**config.mk**
```make
export PLATFORM = sky130hd
export DESIGN_NAME = edd_lane
export DESIGN_NICKNAME = d
export VERILOG_FILES = /design/src/rtl/edd_pkg.sv /design/src/rtl/edd_lane.sv
export SDC_FILE = /design/constraint.sdc
export NUM_CORES = 1
export LEC_CHECK = 0
export BUFFER_PORTS_ARGS = -buffer_cell sky130_fd_sc_hd__buf_2
export CORE_UTILIZATION = 55
export CTS_CLUSTER_SIZE = 20
export DETAILED_ROUTE_END_ITERATION = 6
export PLACE_DENSITY = 0.86
export SETUP_SLACK_MARGIN = 0.1
export SYNTH_ARGS = -nofsm -noshare
export SYNTH_HDL_FRONTEND = slang
export SYNTH_SLANG_ARGS = --single-unit
```
**constraint.sdc**
```tcl
create_clock -name clk_i -period 32.9 [get_ports clk_i]
set_clock_uncertainty 0.05 [all_clocks]
set_input_delay 1.645 -clock clk_i [delete_from_list [all_inputs] [get_ports clk_i]]
set_output_delay 1.645 -clock clk_i [all_outputs]
set_load 0.1 [all_outputs]
```
**src/rtl/edd_pkg.sv**
```systemverilog
// Shared types, constants and arithmetic helpers for the error diffusion dither.
package edd_pkg;

  // Configuration register indexes
  localparam logic [0:0] CFG_IMAGE_WIDTH  = 1'd0;
  localparam logic [0:0] CFG_IMAGE_HEIGHT = 1'd1;

  localparam int unsigned CFG_W   = 11;
  localparam int unsigned ERR_W   = 16;
  localparam int unsigned LANES   = 3;
  localparam int unsigned STORE_W = ERR_W * LANES;

  localparam logic [CFG_W-1:0] CFG_SIZE_RESET = 11'd1024;

  // Values in 1/16 LSB: full scale is 255*16
  localparam logic signed [16:0] FULL_SCALE = 17'sd4080;
  localparam logic signed [15:0] THRESHOLD  = 16'sd2040;

  // Diffusion weights, in sixteenths
  localparam logic [2:0] W_RIGHT      = 3'd7;
  localparam logic [2:0] W_BELOW_LEFT = 3'd3;
  localparam logic [2:0] W_BELOW      = 3'd5;
  localparam logic [2:0] W_BELOW_RGT  = 3'd1;

  // Per-lane control from the pixel sequencer
  typedef struct packed {
    logic adv;       // item in the work stage is committed this cycle
    logic has_left;  // column > 0
    logic last_col;  // last pixel of the row
  } lane_ctrl_t;

  // Row and frame markers for the output stage
  typedef struct packed {
    logic row_end;
    logic frame_end;
  } out_flags_t;

  // Clamp to signed 16 bits
  function automatic logic signed [15:0] sat16(input logic signed [17:0] x);
    logic signed [15:0] r;
    if (x > 18'sd32767) begin
      r = 16'sh7FFF;
    end else if (x < -18'sd32768) begin
      r = 16'sh8000;
    end else begin
      r = x[15:0];
    end
    return r;
  endfunction

  // floor(w*e/16)
  function automatic logic signed [15:0] share(input logic signed [15:0] e,
                                               input logic [2:0] w);
    logic signed [18:0] p;
    p = $signed({{3{e[15]}}, e}) * $signed({16'd0, w});
    return {p[18], p[18:4]};
  endfunction

endpackage

```
**src/rtl/edd_lane.sv**
```systemverilog
// One color channel: threshold, error split and the per-row carry registers.
module edd_lane (
  input  logic                    clk_i,
  input  logic                    rst_ni,
  input  edd_pkg::lane_ctrl_t     ctrl_i,
  input  logic [7:0]              sample_i,
  input  logic signed [15:0]      below_i,
  output logic                    bit_o,
  output logic signed [15:0]      left_err_o,
  output logic signed [15:0]      tail_err_o
);

  logic signed [15:0] rc_q, rc_d;
  logic signed [15:0] blp_q, blp_d;
  logic signed [15:0] bp_q, bp_d;

  logic signed [17:0] v;
  logic signed [15:0] s1, c, e, blp_new;
  logic signed [16:0] e_wide;
  logic signed [15:0] sh_bl, sh_b, sh_br, sh_r;
  logic               bit_c;

  always_comb begin
    v       = $signed({6'd0, sample_i, 4'd0});
    s1      = edd_pkg::sat16(v + $signed({{2{rc_q[15]}}, rc_q}));
    c       = edd_pkg::sat16($signed({{2{s1[15]}}, s1}) + $signed({{2{below_i[15]}}, below_i}));
    bit_c   = c > edd_pkg::THRESHOLD;
    e_wide  = $signed({c[15], c}) - (bit_c ? edd_pkg::FULL_SCALE : 17'sd0);
    e       = e_wide[15:0];

    sh_bl = edd_pkg::share(e, edd_pkg::W_BELOW_LEFT);
    sh_b  = edd_pkg::share(e, edd_pkg::W_BELOW);
    sh_br = edd_pkg::share(e, edd_pkg::W_BELOW_RGT);
    sh_r  = edd_pkg::share(e, edd_pkg::W_RIGHT);

    // column 0 has no left neighbor in the next row
    left_err_o = ctrl_i.has_left ?
                 edd_pkg::sat16($signed({{2{blp_q[15]}}, blp_q})
                                + $signed({{2{sh_bl[15]}}, sh_bl})) : 16'sd0;
    blp_new = edd_pkg::sat16($signed({{2{bp_q[15]}}, bp_q})
                             + $signed({{2{sh_b[15]}}, sh_b}));

    blp_d = ctrl_i.last_col ? 16'sd0 : blp_new;
    bp_d  = ctrl_i.last_col ? 16'sd0 : sh_br;
    rc_d  = ctrl_i.last_col ? 16'sd0 : sh_r;
  end

  assign bit_o      = bit_c;
  assign tail_err_o = blp_new;

  always_ff @(posedge clk_i or negedge rst_ni) begin
    if (!rst_ni) begin
      rc_q  <= '0;
      blp_q <= '0;
      bp_q  <= '0;
    end else if (ctrl_i.adv) begin
      rc_q  <= rc_d;
      blp_q <= blp_d;
      bp_q  <= bp_d;
    end
  end

endmodule

```
==> summary.md, run 1 <==
| Metric | Value |
|---|---|
| Worst Hold Class | register to register |
| Routed Antenna Nets | 0 |
| WP data required | 31.20 ns |
| Hold EP | bp_q[3]$_DFFE_PN0P_ |
| Synth area leaders | ha_1 (22%), dfrtp_1 (15%), xnor2_1 (6.2%), fa_1 (5.3%), a21oi_1 (4.8%) |
| Slew Limit Fails | 0 |
| Layout cells sized above 1 | 0.102 |
| Outcome | finished clean |
| Largest net degree at the start of global routing | 44 |
| Post-Syn Area | 7220 um^2 |
| Sequential area share after synthesis | 0.149 |
| Cts repair resizes | 0 |
| Crit. End Element | primary output |
| Die W | 117 um |
| Max Clock Freq | 0.0625 GHz |
| Final min period | 15.99 ns |
| Placed insts | 1088 |
| Sequential cell area | 1080 um^2 |
| Clk slew on worst S/H paths | 0.06 ns |
| Number of setup buffers added after CTS | 0 |
| RR Startpoint | rc_q[4]$_DFFE_PN0P_ |
| Post-synth ARST share | 1.00 |
| Diode count | 0 |
| Vias in the first global route | 6250 |
| CTS root buffer | clkbuf_16 |
| Netlist cell types | 78 |
| Final TNS setup | 0 ns |
| Routed via count | 6572 |
| Aggregate routed wire length | 17100 um |
| R2r endpoint | blp_q[0]$_DFFE_PN0P_ |
| Arrival @ worst endpoint | 14.29 ns |
| Via density | 6.00 |
| Iteration count of the initial detailed-routing pass | 5 |
| First-pass GRT wire length | 28800 um |
| WL per Instance | 15.6 um |
| Final setup violation count | 0 |
| Worst-path maximum fanout | 15 |
| IO Count | 62 |
| Final worst slack | 16.91 ns |
| GR Overflow Total | 0 |
| Yosys reg bits | 43 |
| Post-DP HPWL | 13600 um |
| Min-delay src | bp_q[3]$_DFFE_PN0P_ |
| Commonest cells post-synth | ha_1 (125), inv_1 (80), a21oi_1 (69), nor2_1 (68), xnor2_1 (51) |
| Row cnt | 41 |
| RSZ-0062 raised after global routing | no |
| Final hold vios | 0 |
| Die Y | 117 um |
| Cells after Synth | 865 |
| Die area | 13600 um^2 |
| GR Util All Layers | 0.267 |
| Synthesized Nets | 1038 |
| Top-count cell post-synth | ha_1 |
| Initial Util | 0.567 |
| Average size of a mapped cell | 8.34 um^2 |
| Layout fillers | 1141 |
| Gp weighted congestion | 0.935 |
| Worst Tran Pin Value | 1.08 ns |
| Post-CTS Hold Buffers | 0 |
| Crit-path slowest cell | a311oi_2 |
| Clock Latency Late Sink | 0.30 ns |
| Non-filler cells, final | 1096 |
| Antenna violations before repair | 0 |
| CTS tree | built |
| Cells on Worst Hold Path | 1 |
| Cts bufs inserted | 5 |
| H-tree levels | 2 |
| Total DRC errors in the routed layout | 0 |
| Clock Sinks | 43 |
| Worst setup path class | primary input to primary output |
| CP max stage delay | 0.78 ns |
| Clk buf depth | 2 |
| Area Growth Syn to Fin | 9.34% |
| Final period util | 0.486 |
| Dpl ws | 17.13 ns |
| FF-to-FF setup slack | 20.59 ns |
| Yosys warns | 0 |
| PortBufs | 61 |
| Area of the multi-input gates | 5770 um^2 |
| Final net count | 1096 |
| Max Cap Viol | 0 |
| Most area-hungry cell type in the Yosys netlist | ha_1 |
| CORE AREA | 12700 um^2 |
| Startpoint Class | primary input |
| Primary FF master, synth | dfrtp_1 |
| Area share of the largest cell type after synthesis | 0.217 |
| Number of synthesized flops with an enable pin | 0 |
| R2R depth | 51 |
| DRT iter0 DRCs | 373 |
| Max-slew headroom | 0.281 |
-- cell usage in the layout, fill, tap and decap left out, types with 3 or more instances in the layout --
master,instances
a211oi_1,8
a21boi_0,6
a21o_1,39
a21oi_1,69
a22o_1,31
a31oi_1,6
a32o_1,4
and2_1,5
and3_1,8
buf_2,61
buf_4,7
clkbuf_16,5
dfrtp_1,43
fa_1,19
ha_1,125
inv_1,80
maj3_1,3
nand2_1,42
nand2b_1,10
nand3_1,12
nor2_1,67
nor2b_1,16
nor3_1,8
o2111ai_1,3
o211ai_1,4
o21a_1,24
o21ai_0,36
o21ai_1,9
o21bai_1,17
o2bb2ai_1,6
o31ai_1,3
or2_2,3
or3_1,9
xnor2_1,51
xor2_1,30
-- metrics by stage --
| step | hold WS (ns) | util | area (um^2) |
|---|---|---|---|
| final | 0.448 | 0.620 | 7890 |
| after global routing | 0.476 | 0.620 | 7890 |
| after CTS | 0.448 | 0.620 | 7890 |
| after detailed placement | 0.434 | 0.607 | 7720 |
| after global placement | 0.430 | 0.607 | 7720 |
| after floorplan | 0.408 | - | 7220 |
-- cell type report --
type,count,area share
multi-input cells,723,0.731
flip-flops and latches,43,0.136
repair buffers,68,0.0453
inverters,82,0.0390
well taps,172,0.0273
clock buffers,5,0.0159
clock inverters,3,0.00555
-- registers in the layout (all words and copies together), names as in the netlist --
register  cells
blp_q        16
rc_q         15
bp_q         12
-- worst max-delay path, delay by kind of cell --
kind | cells | cell delay [ns]
adder cells (fa/ha/maj) | 8 | 2.29
AO/OA/AOI/OAI | 23 | 5.83
AND/OR/NAND/NOR | 16 | 2.93
XOR/XNOR | 3 | 0.85
buffers and inverters | 5 | 0.75
-- kinds of logic (layout without fill, tap and decap cells) --
| logic type | count (synthesis) | after routing | share of synthesized area |
|---|---|---|---|
| compound gates | 297 | 297 | 0.290 |
| xor+xnor | 81 | 81 | 0.0983 |
| fa+ha+maj | 147 | 147 | 0.274 |
| buf+inv | 99 | 158 | 0.0532 |
| flops | 43 | 43 | 0.149 |
| mux | 2 | 2 | 0.00277 |
| simple gates | 196 | 196 | 0.133 |
-- routing by layer --
| metal | share of wire | routed length (um) | vias up | global-route usage |
|---|---|---|---|---|
| met5 | 0 | 0 | - | 0 |
| met4 | 0.026 | 438 | 0 | 0.0861 |
| met3 | 0.040 | 689 | 43 | 0.0384 |
| met2 | 0.48 | 8280 | 155 | 0.467 |
| met1 | 0.45 | 7740 | 3129 | 0.339 |
| li1 | - | - | 3245 | - |
-- worst max-delay path by stage --
stage | from | to | cells after the start
6_report | sample_i[0] | left_err_o[13] | 55
5_1_grt | sample_i[0] | left_err_o[13] | 55
4_1_cts | sample_i[0] | left_err_o[11] | 55
3_5_place_dp | sample_i[0] | left_err_o[11] | 55
3_3_place_gp | sample_i[0] | left_err_o[13] | 55
2_1_floorplan | sample_i[0] | left_err_o[10] | 57
Power of run 1 is left out: the tool's default activity adds up to more than one toggle a clock period on the data nets, which glitch-free logic cannot reach.
==> inputs of run 2 (changes only) <==
ABC_AREA = 1   (was not set)
clock period = 15.9 ns   (was 32.9 ns; I/O delays follow)
==> run 2 against run 1 <==
Die area is 9.2% higher. Final cell count grew 31%. Sequential share of layout area fell by 0.99 points. Flip-flop and latch count stayed put. Global-route usage increased by 1.8 points. Via count is 22% higher. Core utilization decreased by 0.96 points. First-iteration DRC count rose by 77%. Non-clock buffer count shrank 5. Count of clock-buffer cells in the layout is 1 higher. Setup slack got worse by 14 ns. Highest routed layer unchanged.
==> summary.md, run 2 <==
| Metric | Value |
|---|---|
| Outcome | finished clean |
| Netlist cell types | 54 |
| Max reg flops | 16 |
| Clock Latency Late Sink | 0.30 ns |
| Placed insts | 1433 |
| Total DRC errors in the routed layout | 0 |
| Final min period | 12.62 ns |
| Yosys reg bits | 43 |
| Post-DP HPWL | 17100 um |
| Via density | 5.57 |
| Commonest cells after routing, fill and taps aside | nand2_1 (332), inv_1 (179), ha_1 (125), a21oi_1 (93), nor2_1 (86) |
| Cell area after layout | 8510 um^2 |
| Die W | 122 um |
| Cells after Synth | 1203 |
| Area share of the largest cell type after synthesis | 0.198 |
| Number of setup buffers added after CTS | 0 |
| Crit-path slowest cell | buf_2 |
| Routed via count | 8028 |
| Sequential cell area | 1080 um^2 |
| Gp weighted congestion | 0.993 |
| Max Clock Freq | 0.0793 GHz |
| PortBufs | 61 |
| Largest net degree at the start of global routing | 44 |
| Primary FF master, synth | dfrtp_1 |
| Yosys warns | 0 |
| Area of the multi-input gates | 6030 um^2 |
| Slew Limit Fails | 0 |
| Commonest cells post-synth | nand2_1 (332), inv_1 (179), ha_1 (125), a21oi_1 (93), nor2_1 (86) |
| Final net count | 1433 |
| Non-filler cells, final | 1441 |
| Max-slew headroom | 0.298 |
| RSZ-0062 raised after global routing | no |
| Vias in the first global route | 7230 |
| Post-synth ARST share | 1.00 |
| Antenna violations before repair | 0 |
| IO Count | 62 |
| CP max stage delay | 0.45 ns |
| Top Family by Delay on Critical Path | simple AND/OR/NAND/NOR gates |
| Commonest non-fill, non-tap cell in the layout | nand2_1 |
| Arrival @ worst endpoint | 11.77 ns |
| Worst setup path class | primary input to primary output |
| CTS root buffer | clkbuf_16 |
| Aggregate routed wire length | 20800 um |
| CP dominant cell by count | nand2_1 |
| WL per Instance | 14.4 um |
| Synth area leaders | ha_1 (20%), nand2_1 (16%), dfrtp_1 (14%), inv_1 (8.5%), a21oi_1 (5.9%) |
| Crit. End Element | primary output |
| Startpoint Class | primary input |
| Post-Syn Area | 7890 um^2 |
| Die area | 14800 um^2 |
| Biggest regs | blp_q x16, rc_q x15, bp_q x12 |
| Final TNS setup | 0 ns |
| First-pass GRT wire length | 33900 um |
| Max Cap Viol | 0 |
| Top-count cell post-synth | nand2_1 |
| Clk buf depth | 2 |
| Buf/Inv on CP | 9 |
| Iteration count of the initial detailed-routing pass | 6 |
| Reg with most FFs | blp_q |
| Final period util | 0.794 |
| Cts bufs inserted | 5 |
| Synthesized Nets | 1376 |
| DRT iter0 DRCs | 661 |
| Final hold vios | 0 |
| Layout cells sized above 1 | 0.109 |
| Placement Cell Area | 8370 um^2 |
| CTS tree | built |
| Worst Hold Class | register to register |
| Area Growth Syn to Fin | 7.82% |
| H-tree levels | 2 |
| Initial Util | 0.566 |
| Worst Tran Pin Value | 1.05 ns |
| Most area-hungry cell type in the Yosys netlist | ha_1 |
| Cts repair resizes | 0 |
| Number of synthesized flops with an enable pin | 0 |
| CORE AREA | 13900 um^2 |
| Clk slew on worst S/H paths | 0.07 ns |
| Diode count | 0 |
| Sequential area share after synthesis | 0.136 |
| Layout fillers | 1259 |
| Row cnt | 43 |
| Worst-path maximum fanout | 14 |
| WP data required | 15.06 ns |
| Average size of a mapped cell | 6.56 um^2 |
| Final setup violation count | 0 |
| Routed Antenna Nets | 0 |
| Finished Core Util | 0.611 |
| GR Overflow Total | 0 |
| Die Y | 122 um |
| Clock Sinks | 43 |
| Post-CTS Hold Buffers | 0 |
| GR Util All Layers | 0.286 |
## run 2: changes by cell type after synthesis, moves of 26 or more
cell | previous run | this run
nand3_1 | 12 | 52
xnor2_1 | 51 | 19
inv_1 | 80 | 179
a22o_1 | 31 | 5
a21o_1 | 39 | 10
o21ai_0 | 36 | 62
nand2_1 | 42 | 332
## run 2: final cells by class
cell class	instances	share of cell area
flip-flops and latches	43	0.126
clock buffers	6	0.0151
clock inverters	2	0.00147
multi-input cells	957	0.709
inverters	190	0.0841
well taps	180	0.0265
repair buffers	63	0.0376
## run 2: final timing paths
| path | startpoint | to | slack, ns | depth (start not counted) |
|---|---|---|---|---|
| worst max-delay path | sample_i[0] | left_err_o[13] | 3.28 | 70 |
| worst min-delay path | rc_q[0]$_DFFE_PN0P_ | rc_q[0]$_DFFE_PN0P_ | 0.44 | 2 |
| worst max register to register | rc_q[4]$_DFFE_PN0P_ | blp_q[2]$_DFFE_PN0P_ | 4.98 | 61 |
| worst min register to register | rc_q[0]$_DFFE_PN0P_ | rc_q[0]$_DFFE_PN0P_ | 0.44 | 2 |
| max in group asynchronous | rst_ni | bp_q[8]$_DFFE_PN0P_ | 14.51 | 1 |
| min in group asynchronous | rst_ni | blp_q[11]$_DFFE_PN0P_ | 0.65 | 1 |
## run 2: logic make-up after synthesis
group / Yosys count / synth area share
adder cells (fa/ha/maj): 144 / 0.246
flip-flops: 43 / 0.136
buffers and inverters: 203 / 0.0996
XOR/XNOR: 51 / 0.0566
AND/OR/NAND/NOR: 548 / 0.303
AO/OA/AOI/OAI: 214 / 0.158
## run 2: tightest hold or removal path: stages (launching register included)
cell	delay [ns]
dfrtp_1	0.35
nand2_1	0.05
o21ai_0	0.06
## run 2: per-stage QoR
step / worst slack (ns) / hold slack (ns)
4_1_cts: 3.47 / 0.447
5_1_grt: 2.12 / 0.469
2_1_floorplan: 2.44 / 0.403
3_5_place_dp: 3.51 / 0.432
3_3_place_gp: 3.94 / 0.427
6_report: 3.28 / 0.442
## run 2: per-layer routing
| metal | GRT usage | part of all wire | up-vias |
|---|---|---|---|
| met3 | 0.0431 | 0.071 | 42 |
| li1 | - | - | 4039 |
| met1 | 0.402 | 0.47 | 3672 |
| met5 | 0 | 0 | - |
| met4 | 0.0718 | 0.023 | 0 |
| met2 | 0.456 | 0.44 | 275 |
Power of run 2 is left out for the same reason.
==> inputs of run 3 (changes only) <==
PLACE_DENSITY = 0.89   (was 0.86)
clock period = 11.2 ns   (was 15.9 ns; I/O delays follow)
==> run 3 against run 2 <==
Core utilization is 10 points higher. Global-route usage is 2.0 points higher. Die area stayed put. Count of clock-buffer cells in the layout stayed put.
==> summary.md, run 3 (synthesis gave the netlist of run 2 again) <==
| Metric | Value |
|---|---|
| Initial Util | 0.566 |
| Largest net degree at the start of global routing | 44 |
| Worst setup path class | register to primary output |
| Die Y | 122 um |
| Iteration count of the initial detailed-routing pass | 7 |
| Final net count | 1475 |
| DRT iter0 DRCs | 1051 |
| Final worst slack | 0.157 ns |
| R2R depth | 62 |
| Max-slew headroom | 0.263 |
| FF-to-FF setup slack | 1.09 ns |
| PortBufs | 61 |
| Aggregate routed wire length | 26200 um |
| Biggest regs | blp_q x16, rc_q x15, bp_q x12 |
| Clk slew on worst S/H paths | 0.07 ns |
| Commonest cells after routing, fill and taps aside | nand2_1 (317), inv_1 (173), ha_1 (104), nor2_1 (71), a21oi_1 (68) |
| Arrival @ worst endpoint | 10.43 ns |
| Sequential cell area | 1080 um^2 |
| Clk buf depth | 2 |
| Layout fillers | 931 |
| Reg with most FFs | blp_q |
| GR Overflow Total | 0 |
| Commonest non-fill, non-tap cell in the layout | nand2_1 |
| Slew Limit Fails | 0 |
| Max Clock Freq | 0.0906 GHz |
| Worst-path maximum fanout | 8 |
| Final period util | 0.986 |
| Post-DP HPWL | 17600 um |
| Total DRC errors in the routed layout | 0 |
| Final hold vios | 0 |
| H-tree levels | 2 |
| Vias in the first global route | 7769 |
| Post-CTS Hold Buffers | 0 |
| WP data required | 10.59 ns |
| Routed Antenna Nets | 0 |
| WL per Instance | 17.7 um |
| Die area | 14800 um^2 |
| Area of the multi-input gates | 6810 um^2 |
| CTS tree | built |
| Clock Sinks | 43 |
| Area Growth Syn to Fin | 26.3% |
| CORE AREA | 13900 um^2 |
| R2r endpoint | blp_q[0]$_DFFE_PN0P_ |
| Crit. End Element | primary output |
| Cts bufs inserted | 5 |
| Dpl ws | -0.0159 ns |
| Outcome | finished clean |
| Diode count | 0 |
| Via density | 5.99 |
| Die W | 122 um |
| Placement Cell Area | 8980 um^2 |
| Routed via count | 8887 |
| Startpoint Class | register |
| Cell area after layout | 9970 um^2 |
| Worst Hold Class | primary input to async pin |
| Gp weighted congestion | 0.956 |
| CP max stage delay | 0.43 ns |
| CTS root buffer | clkbuf_16 |
| Max Cap Viol | 0 |
| RR Startpoint | rc_q[4]$_DFFE_PN0P_ |
| CP dominant cell by count | nand2_1 |
| Row cnt | 43 |
| Final TNS setup | 0 ns |
| Worst Tran Pin Value | 1.10 ns |
| Layout cells sized above 1 | 0.215 |
| Crit-path slowest cell | dfrtp_1 |
| Final min period | 11.04 ns |
| Max reg flops | 16 |
| Clock Latency Late Sink | 0.30 ns |
| GR Util All Layers | 0.306 |
| Antenna violations before repair | 0 |
| Finished Core Util | 0.715 |
| IO Count | 62 |
| Final setup violation count | 0 |
| First-pass GRT wire length | 36300 um |
==> run 3: critical path, delay by kind of cell, from the launching register on <==
kind	cells	cell delay (ns)
buffers and inverters	10	1.03
AOI/OAI and AO/OA	16	2.87
DFF	1	0.43
adders and majority gates	7	1.98
and+or+nand+nor	35	3.76
==> run 3: metal layers <==
layer	GRT usage	wire (um)	vias up
met5	0	0	-
met4	0.0872	1210	0
met3	0.0412	2610	139
met2	0.512	12200	569
met1	0.410	10200	4041
li1	-	-	4138
==> run 3: metrics by stage <==
| step | hold slack (ns) | std cells |
|---|---|---|
| floorplan | 0.214 | 1203 |
| global placement | 0.428 | 1442 |
| detailed placement | 0.437 | 1442 |
| CTS | 0.437 | 1453 |
| global route | 0.471 | 1483 |
| finish | 0.419 | 1483 |
==> run 3: final cells by class <==
class | instances | share of cell area
Inverter | 190 | 0.0733
Sequential cell | 43 | 0.108
Timing Repair Buffer | 102 | 0.0984
Clock inverter | 2 | 0.00126
Tap cell | 180 | 0.0226
Clock buffer | 6 | 0.0129
Multi-Input combinational cell | 960 | 0.684
==> run 3: worst max path at each step <==
stage | slack [ns] | cells past startpoint | start | end
6_report | 0.16 | 68 | rc_q[4]$_DFFE_PN0P_ | left_err_o[8]
3_3_place_gp | 0.39 | 67 | sample_i[0] | left_err_o[13]
4_1_cts | 0.14 | 68 | rc_q[4]$_DFFE_PN0P_ | left_err_o[14]
3_5_place_dp | -0.02 | 72 | sample_i[0] | left_err_o[8]
5_1_grt | -0.32 | 70 | rc_q[4]$_DFFE_PN0P_ | left_err_o[6]
2_1_floorplan | 0.10 | 67 | sample_i[0] | left_err_o[10]
==> run 3: what timing repair did <==
item,in CTS,in global routing
cloned,1,2
pin swaps,3,60
buffers inserted,2,28
endpoints found under the setup margin,15,27
resized for setup,10,117
Power of run 3 is left out for the same reason.
